File: config.mk
export PLATFORM = sky130hd
export DESIGN_NAME = mono_note_priority_stack_core
export DESIGN_NICKNAME = d
export VERILOG_FILES = /design/src/rtl/mnps_pkg.sv /design/src/rtl/mnps_ctrl.sv /design/src/rtl/mnps_datapath.sv /design/src/rtl/mono_note_priority_stack_core.sv
export SDC_FILE = /design/constraint.sdc
export NUM_CORES = 1
export LEC_CHECK = 0
export BUFFER_PORTS_ARGS = -buffer_cell sky130_fd_sc_hd__buf_2
export CORE_MARGIN = 2
export CORE_UTILIZATION = 65
export DETAILED_ROUTE_END_ITERATION = 7
export GPL_ROUTABILITY_DRIVEN = 1
export GPL_TIMING_DRIVEN = 1
export PLACE_DENSITY_LB_ADDON = 0.08
export SYNTH_ARGS = -nofsm -noshare
export SYNTH_HDL_FRONTEND = slang
export SYNTH_SLANG_ARGS = --single-unit
File: constraint.sdc
create_clock -name clk -period 7.5 [get_ports clk]
set_input_delay 0.75 -clock clk [delete_from_list [all_inputs] [get_ports clk]]
set_output_delay 0.75 -clock clk [all_outputs]
set_load 0.005 [all_outputs]
File: src/rtl/mnps_pkg.sv
// Shared constants, codes and controller/datapath interface types for the note stack.
package mnps_pkg;

  // Field widths
  localparam int NOTE_W   = 7;
  localparam int VEL_W    = 7;
  localparam int OP_W     = 2;
  localparam int ACTION_W = 2;
  localparam int S_DATA_W = 16;  // note, velocity, zero fill
  localparam int M_DATA_W = 24;  // target_note, out_velocity, glide, latch_hold, gate_set, fill
  localparam int CFG_IDX_W  = 2;
  localparam int CFG_DATA_W = 1;

  // Default stack depth
  localparam int MNPS_NOTE_SLOTS = 10;

  // Event codes
  localparam logic [OP_W-1:0] OP_NOTE_ON  = 2'd0;
  localparam logic [OP_W-1:0] OP_NOTE_OFF = 2'd1;
  localparam logic [OP_W-1:0] OP_CLEAR    = 2'd2;

  // Voice command codes
  localparam logic [ACTION_W-1:0] ACT_RETRIG   = 2'd0;
  localparam logic [ACTION_W-1:0] ACT_SLIDE    = 2'd1;
  localparam logic [ACTION_W-1:0] ACT_GATE_OFF = 2'd2;
  localparam logic [ACTION_W-1:0] ACT_CLEARED  = 2'd3;

  // Configuration register indexes
  localparam logic [CFG_IDX_W-1:0] CFG_LEGATO = 2'd0;
  localparam logic [CFG_IDX_W-1:0] CFG_LATCH  = 2'd1;
  localparam logic [CFG_IDX_W-1:0] CFG_GLIDE  = 2'd2;

  // Controller to datapath
  typedef struct packed {
    logic capture;  // load the accepted request
    logic exec;     // update the stack and load the result register
  } mnps_cmd_t;

  // Datapath to controller
  typedef struct packed {
    logic in_nop;    // incoming request carries an undefined event code
    logic out_free;  // result register can take a new result this cycle
  } mnps_status_t;

endpackage

File: src/rtl/mnps_ctrl.sv
// Controller: sequences capture and execute of one event at a time.
module mnps_ctrl (
  input  logic                  clk,
  input  logic                  rst,
  input  logic                  s_tvalid,
  output logic                  s_tready,
  input  mnps_pkg::mnps_status_t status,
  output mnps_pkg::mnps_cmd_t    cmd
);
  import mnps_pkg::*;

  typedef enum logic {S_IDLE, S_EXEC} state_t;

  state_t state;
  state_t state_next;

  // Next state and commands
  always_comb begin
    state_next  = state;
    cmd.capture = 1'b0;
    cmd.exec    = 1'b0;
    unique case (state)
      S_IDLE: begin
        // undefined event codes are taken and dropped
        if (s_tvalid && !status.in_nop) begin
          cmd.capture = 1'b1;
          state_next  = S_EXEC;
        end
      end
      S_EXEC: begin
        if (status.out_free) begin
          cmd.exec   = 1'b1;
          state_next = S_IDLE;
        end
      end
      default: state_next = S_IDLE;
    endcase
  end

  always_ff @(posedge clk) begin
    if (rst) begin
      state <= S_IDLE;
    end else begin
      state <= state_next;
    end
  end

  assign s_tready = (state == S_IDLE);

endmodule

File: src/rtl/mnps_datapath.sv
// Datapath: note stack, compare-and-shift update, config and result registers.
module mnps_datapath #(
  parameter int NOTE_SLOTS = mnps_pkg::MNPS_NOTE_SLOTS
) (
  input  logic                            clk,
  input  logic                            rst,
  input  logic [mnps_pkg::OP_W-1:0]       s_tuser,
  input  logic [mnps_pkg::S_DATA_W-1:0]   s_tdata,
  output logic                            m_tvalid,
  input  logic                            m_tready,
  output logic [mnps_pkg::ACTION_W-1:0]   m_tuser,
  output logic [mnps_pkg::M_DATA_W-1:0]   m_tdata,
  input  logic                            cfg_we,
  input  logic [mnps_pkg::CFG_IDX_W-1:0]  cfg_index,
  input  logic [mnps_pkg::CFG_DATA_W-1:0] cfg_data,
  input  mnps_pkg::mnps_cmd_t             cmd,
  output mnps_pkg::mnps_status_t          status
);
  import mnps_pkg::*;

  localparam int CNT_W = $clog2(NOTE_SLOTS + 1);
  localparam logic [CNT_W-1:0] DEPTH_CNT = CNT_W'(NOTE_SLOTS);

  // Entry 0 holds the most recent note; entries at count and above are stale
  logic [NOTE_W-1:0] stack [NOTE_SLOTS];
  logic [CNT_W-1:0]  count;

  logic legato_mode;
  logic latch_mode;
  logic glide_enable;

  logic [OP_W-1:0]   op_q;
  logic [NOTE_W-1:0] note_q;
  logic [VEL_W-1:0]  vel_q;

  logic [NOTE_SLOTS-1:0] hit;
  logic [NOTE_SLOTS-1:0] shift_sel;
  logic                  found;
  logic                  had;
  logic [NOTE_W-1:0]     removed    [NOTE_SLOTS];
  logic [NOTE_W-1:0]     stack_next [NOTE_SLOTS];
  logic [CNT_W-1:0]      count_rm;
  logic [CNT_W-1:0]      count_next;

  logic [ACTION_W-1:0] res_action;
  logic [NOTE_W-1:0]   res_note;
  logic [VEL_W-1:0]    res_vel;
  logic                res_glide;
  logic                res_latch;
  logic                res_gate;

  logic [ACTION_W-1:0] out_action;
  logic [NOTE_W-1:0]   out_note;
  logic [VEL_W-1:0]    out_vel;
  logic                out_glide;
  logic                out_latch;
  logic                out_gate;

  // Status toward the controller
  assign status.in_nop   = (s_tuser != OP_NOTE_ON) && (s_tuser != OP_NOTE_OFF) &&
                           (s_tuser != OP_CLEAR);
  assign status.out_free = !m_tvalid || m_tready;

  // Configuration registers
  always_ff @(posedge clk) begin
    if (rst) begin
      legato_mode  <= 1'b0;
      latch_mode   <= 1'b0;
      glide_enable <= 1'b0;
    end else if (cfg_we) begin
      case (cfg_index)
        CFG_LEGATO: legato_mode  <= cfg_data[0];
        CFG_LATCH:  latch_mode   <= cfg_data[0];
        CFG_GLIDE:  glide_enable <= cfg_data[0];
        default: ;
      endcase
    end
  end

  // Request capture
  always_ff @(posedge clk) begin
    if (cmd.capture) begin
      op_q   <= s_tuser;
      note_q <= s_tdata[NOTE_W-1:0];
      vel_q  <= s_tdata[NOTE_W+VEL_W-1:NOTE_W];
    end
  end

  // Compare every held entry; shift_sel marks the matching entry and all older ones
  always_comb begin
    for (int k = 0; k < NOTE_SLOTS; k++) begin
      hit[k] = (CNT_W'(k) < count) && (stack[k] == note_q);
    end
    shift_sel[0] = hit[0];
    for (int k = 1; k < NOTE_SLOTS; k++) begin
      shift_sel[k] = shift_sel[k-1] | hit[k];
    end
  end

  assign found    = shift_sel[NOTE_SLOTS-1];
  assign had      = (count != '0);
  assign count_rm = count - CNT_W'(found);

  // Close the gap left by the removed note
  always_comb begin
    for (int k = 0; k < NOTE_SLOTS - 1; k++) begin
      removed[k] = shift_sel[k] ? stack[k+1] : stack[k];
    end
    removed[NOTE_SLOTS-1] = stack[NOTE_SLOTS-1];
  end

  // Next stack contents and result
  always_comb begin
    for (int k = 0; k < NOTE_SLOTS; k++) begin
      stack_next[k] = removed[k];
    end
    count_next = count;
    res_action = ACT_CLEARED;
    res_note   = '0;
    res_vel    = '0;
    res_glide  = 1'b0;
    res_latch  = 1'b0;
    res_gate   = 1'b0;
    case (op_q)
      OP_NOTE_ON: begin
        // push on top; the oldest entry falls off the end when full
        stack_next[0] = note_q;
        for (int k = 1; k < NOTE_SLOTS; k++) begin
          stack_next[k] = removed[k-1];
        end
        count_next = (count_rm == DEPTH_CNT) ? count_rm : count_rm + 1'b1;
        res_note   = note_q;
        res_latch  = latch_mode;
        res_gate   = 1'b1;
        if (legato_mode && had) begin
          res_action = ACT_SLIDE;
          res_glide  = glide_enable;
        end else begin
          res_action = ACT_RETRIG;
          res_vel    = vel_q;
          res_glide  = glide_enable && had;
        end
      end
      OP_NOTE_OFF: begin
        count_next = count_rm;
        if (count_rm != '0) begin
          res_action = ACT_SLIDE;
          res_note   = removed[0];
          res_glide  = glide_enable;
        end else begin
          res_action = ACT_GATE_OFF;
        end
      end
      default: begin
        // clear
        count_next = '0;
      end
    endcase
  end

  // Stack storage, no reset: stale entries are never read
  always_ff @(posedge clk) begin
    if (cmd.exec) begin
      for (int k = 0; k < NOTE_SLOTS; k++) begin
        stack[k] <= stack_next[k];
      end
    end
  end

  always_ff @(posedge clk) begin
    if (rst) begin
      count <= '0;
    end else if (cmd.exec) begin
      count <= count_next;
    end
  end

  // Result register
  always_ff @(posedge clk) begin
    if (rst) begin
      m_tvalid <= 1'b0;
    end else if (cmd.exec) begin
      m_tvalid <= 1'b1;
    end else if (m_tready) begin
      m_tvalid <= 1'b0;
    end
  end

  always_ff @(posedge clk) begin
    if (cmd.exec) begin
      out_action <= res_action;
      out_note   <= res_note;
      out_vel    <= res_vel;
      out_glide  <= res_glide;
      out_latch  <= res_latch;
      out_gate   <= res_gate;
    end
  end

  assign m_tuser = out_action;
  assign m_tdata = {7'b0, out_gate, out_latch, out_glide, out_vel, out_note};

`ifndef NO_ASSERTIONS
  a_count_range: assert property (@(posedge clk) disable iff (rst)
    count <= DEPTH_CNT)
    else $error("held count above stack depth");

  a_exec_free: assert property (@(posedge clk) disable iff (rst)
    cmd.exec |-> status.out_free)
    else $error("result overwritten before it was taken");

  a_exec_valid: assert property (@(posedge clk) disable iff (rst)
    cmd.exec |=> m_tvalid)
    else $error("executed request produced no result");

  a_note_on_held: assert property (@(posedge clk) disable iff (rst)
    cmd.exec && (op_q == OP_NOTE_ON) |=> (count != '0))
    else $error("stack empty after note on");

  a_clear_empty: assert property (@(posedge clk) disable iff (rst)
    cmd.exec && (op_q == OP_CLEAR) |=> (count == '0) && (m_tuser == ACT_CLEARED))
    else $error("clear left notes held");
`endif

endmodule

File: src/rtl/mono_note_priority_stack_core.sv
// Top level: last-note priority stack for a monophonic voice.
//
//  Channel  Dir  Handshake            Payload
//  s_*      in   s_tvalid/s_tready    tuser: op; tdata: note, velocity
//  m_*      out  m_tvalid/m_tready    tuser: action; tdata: target_note, out_velocity,
//                                     glide, latch_hold, gate_set
//  cfg_*    in   cfg_we               cfg_index, cfg_data (1 bit)
//
// Each event is handled as a capture of the request, then an execute step for the
// parallel compare of all held notes, the shift and the result register load.
// A request with an undefined event code is taken and dropped.
// A stalled result register holds the execute cycle until m_tready frees it.
// Reset (rst, synchronous) empties the stack and clears the config registers.
module mono_note_priority_stack_core #(
  parameter int NOTE_SLOTS = mnps_pkg::MNPS_NOTE_SLOTS
) (
  input  logic                            clk,
  input  logic                            rst,
  input  logic                            s_tvalid,
  output logic                            s_tready,
  input  logic [mnps_pkg::OP_W-1:0]       s_tuser,   // [1:0] op
  input  logic [mnps_pkg::S_DATA_W-1:0]   s_tdata,   // [6:0] note, [13:7] velocity
  output logic                            m_tvalid,
  input  logic                            m_tready,
  output logic [mnps_pkg::ACTION_W-1:0]   m_tuser,   // [1:0] action
  output logic [mnps_pkg::M_DATA_W-1:0]   m_tdata,   // [6:0] target_note,
                                                     // [13:7] out_velocity, [14] glide,
                                                     // [15] latch_hold, [16] gate_set
  input  logic                            cfg_we,
  input  logic [mnps_pkg::CFG_IDX_W-1:0]  cfg_index,
  input  logic [mnps_pkg::CFG_DATA_W-1:0] cfg_data
);
  import mnps_pkg::*;

  mnps_cmd_t    cmd;
  mnps_status_t status;

  mnps_ctrl u_ctrl (
    .clk      (clk),
    .rst      (rst),
    .s_tvalid (s_tvalid),
    .s_tready (s_tready),
    .status   (status),
    .cmd      (cmd)
  );

  mnps_datapath #(
    .NOTE_SLOTS (NOTE_SLOTS)
  ) u_datapath (
    .clk       (clk),
    .rst       (rst),
    .s_tuser   (s_tuser),
    .s_tdata   (s_tdata),
    .m_tvalid  (m_tvalid),
    .m_tready  (m_tready),
    .m_tuser   (m_tuser),
    .m_tdata   (m_tdata),
    .cfg_we    (cfg_we),
    .cfg_index (cfg_index),
    .cfg_data  (cfg_data),
    .cmd       (cmd),
    .status    (status)
  );

endmodule
==> impl_results.md <==
- Outcome: finished, final reports clean
- First-pass GRT wire length: 24400 µm
- Commonest non-fill, non-tap cell in the layout: edfxtp_1
- Clock power frac: 0.478
- PwrDens: 251 nW/µm²
- Int Pwr: 1.42 mW
- Design Power: 1.83 mW
- Cells after DPL: 719
- Syn. warnings: 0
- Final Wtd Congestion: 0.873
- Final Slew Violations: 0
- Post-layout util: 0.749
- Switching Share: 0.224
- CP Max Fanout: 16
- Row count: 36
- Vias in the first global route: 4678
- Clk_lat worst skew: 530 ps
- Grt ovf: 0
- Fmax: 0.213 GHz
- Max Clock Skew: 10.3 ps
- Multi-input logic area: 2800 µm²
- DRC viols: 0
- Top FF cell, synth: edfxtp_1
- M3 GR Usage: 0.0780
- Synth Area per Inst: 11.3 µm²
- Port bufs: 44
- Rel. slew slack: 0.249
- Die span in y: 104 µm
- Commonest cells after routing, fill and taps aside: edfxtp_1, xnor2_1, nor2_1
- Final hold viol count: 0
- Depth of the worst register-to-register path: 14
- Die area: 10800 µm²
- Antenna Nets Post-Route: 0
- Clock Sinks: 114
- Net Switching: 410 µW
- CTS clock-pin slew for the worst setup and hold paths: 60 ps
- Total GRT Usage: 0.295
- Critical path endpoint: u_datapath.out_note[0]
- DP HPWL: 9980 µm
- Async SR Flop Fraction: 0
- #FFs+latches synth: 114
- Critical Path Sink Type: flip-flop
- Max Cap Violations: 0
- Placement Setup Slack: 2850 ps
- H-Tree Depth: 4
- R2R Setup Slk: 2800 ps
- Arrival time worst endpoint: 5040 ps
- Worst r2r src: u_datapath.note_q[2]
- TritonRoute pass-1 iters: 5
- CP Data Required Time: 7850 ps
- RSZ-0062 raised after global routing: false
- Initial antenna violation count: 0
- Final wirelength: 15200 µm
- Reg2reg end: u_datapath.out_note[0]
- Post-synth EDFFs: 105
- # setup viols final: 0
- Grt peak-use layer: met2
- Final setup margin: 2800 ps
- Core area: 9730 µm²
- Leakage power: 2.57 nW
- Max VDD drop: 0.231 mV
- Detailed Route Iter0 Violations: 467
- Crit path launch: u_datapath.note_q[2]
- Cts repair resizes: 0
- Sequential area share after synthesis: 0.515
- N_diodes: 0
- Ports: 54
- Synthesized netlist cell count: 571
- TritonCTS Buffers: 17
- Reg power frac: 0.435
- Grt met1 use: 0.376
- Drt via density: 6.37
- CTS root buf: clkbuf_8
- Setup bufs post-CTS: 0
- TNS Setup: 0 ps
- Final Non-Filler Cells: 751
- Largest net degree at the start of global routing: 65
- Combinational share of power: 0.087
- Register Area: 3330 µm²
- Count of different cell masters after synthesis: 65
- Die Width: 104 µm
- Post-Syn Area: 6470 µm²
- Final Cycle Share: 0.626
- Clock Tree Buf Depth: 2
- Post-cts hold buffer count: 0
- Filler cells: 666
- Avg WL per Cell: 20.3 µm
- GR Util met2: 0.480
- Placed cell area: 6650 µm²
- Hold Path Class: primary input to flip-flop
- Hold WS: 398 ps
- P&R area growth vs syn: 12.6%
- Final instance area: 7290 µm²
- Startpoint Class: flip-flop
- Critical path class: flip-flop to flip-flop
- CTS tree: done
- Final net count: 636
- Initial core utilization: 0.665
- Share of cells above drive strength 1: 0.180
- DR vias: 4783
- Slew @ Worst Pin: 1120 ps
- Minimum clock period: 4700 ps
==> Yosys cell counts, types with 6 or more instances <==
master,instances,area share
o32a_1,7,0.011
nand2b_1,16,0.015
buf_4,12,0.014
o21ai_0,13,0.010
xnor2_1,52,0.070
and2_1,16,0.015
o22ai_1,15,0.014
nand4_1,9,0.0087
mux2_2,8,0.014
edfxtp_1,105,0.49
a221o_1,7,0.011
xor2_1,23,0.031
nor4_1,6,0.0058
a222oi_1,7,0.011
o221a_2,7,0.012
a21oi_1,29,0.022
nor3_1,8,0.0062
o221a_1,14,0.024
nor2_1,49,0.028
nand2_1,25,0.014
o21a_1,8,0.0093
buf_6,7,0.012
clkbuf_1,10,0.0058
inv_1,30,0.017
or3_1,10,0.0097
buf_2,7,0.0054
dfxtp_1,9,0.028
==> cells by family after synthesis <==
kind of cell	synth area share
AND/OR/NAND/NOR	0.143
AO/OA/AOI/OAI	0.151
flip-flops	0.515
XOR/XNOR	0.101
buffers and inverters	0.0559
multiplexers	0.0236
adder cells (fa/ha/maj)	0.00966
other	0.000579
==> critical path, cell delays in order, from the launching register on <==
cell      delay, ps
edfxtp_1        850
xnor2_1         200
nand4_1         150
nor4_1          660
nor3_1          240
and4_1          410
o21ai_0         160
ha_1            210
ha_1            360
inv_1           150
nand2_1          80
o22ai_1          70
and2_1          220
or3_1           460
o21ai_0         270
==> power by group through the flow <==
stage	logic, mW	registers, mW	clock network (mW)
after global placement	0.151	0.807	0
after global routing	0.176	0.801	0.913
after CTS	0.159	0.796	0.884
after detailed placement	0.157	0.808	0
final	0.159	0.797	0.876
after floorplan	0.132	0.786	0
==> routing by layer <==
layer,up-vias,part of all wire
li1,2178,-
met4,0,0.024
met5,-,0
met3,38,0.077
met2,258,0.49
met1,2309,0.40
==> sequential cells by signal, summed over array words and instances, names as in the netlist, 2 cells and up <==
register             flops
u_datapath.note_q        7
u_datapath.out_note      7
u_datapath.stack        70
u_datapath.out_vel       7
u_datapath.count         4
u_datapath.m_tuser       2
u_datapath.vel_q         7
u_datapath.op_q          2
==> layout make-up <==
cell class | count | share of cell area
Sequential cell | 114 | 0.457
Multi-Input combinational cell | 395 | 0.384
Tap cell | 133 | 0.0228
Timing Repair Buffer | 46 | 0.0323
Inverter | 31 | 0.0161
Clock buffer | 20 | 0.0583
Clock inverter | 12 | 0.0290
==> how the worst min path moves through the flow <==
| stage | from | to | slack (ps) | depth (start not counted) |
|---|---|---|---|---|
| after floorplan | u_datapath.glide_enable | u_datapath.glide_enable | 450 | 2 |
| after global placement | u_datapath.latch_mode | u_datapath.latch_mode | 470 | 2 |
| after detailed placement | u_datapath.glide_enable | u_datapath.glide_enable | 480 | 2 |
| after CTS | s_tdata[8] | u_datapath.vel_q[1] | 380 | 1 |
| after global routing | s_tdata[8] | u_datapath.vel_q[1] | 370 | 1 |
| final | s_tdata[8] | u_datapath.vel_q[1] | 400 | 1 |
No activity file was read; power rests on OpenSTA's default activity.
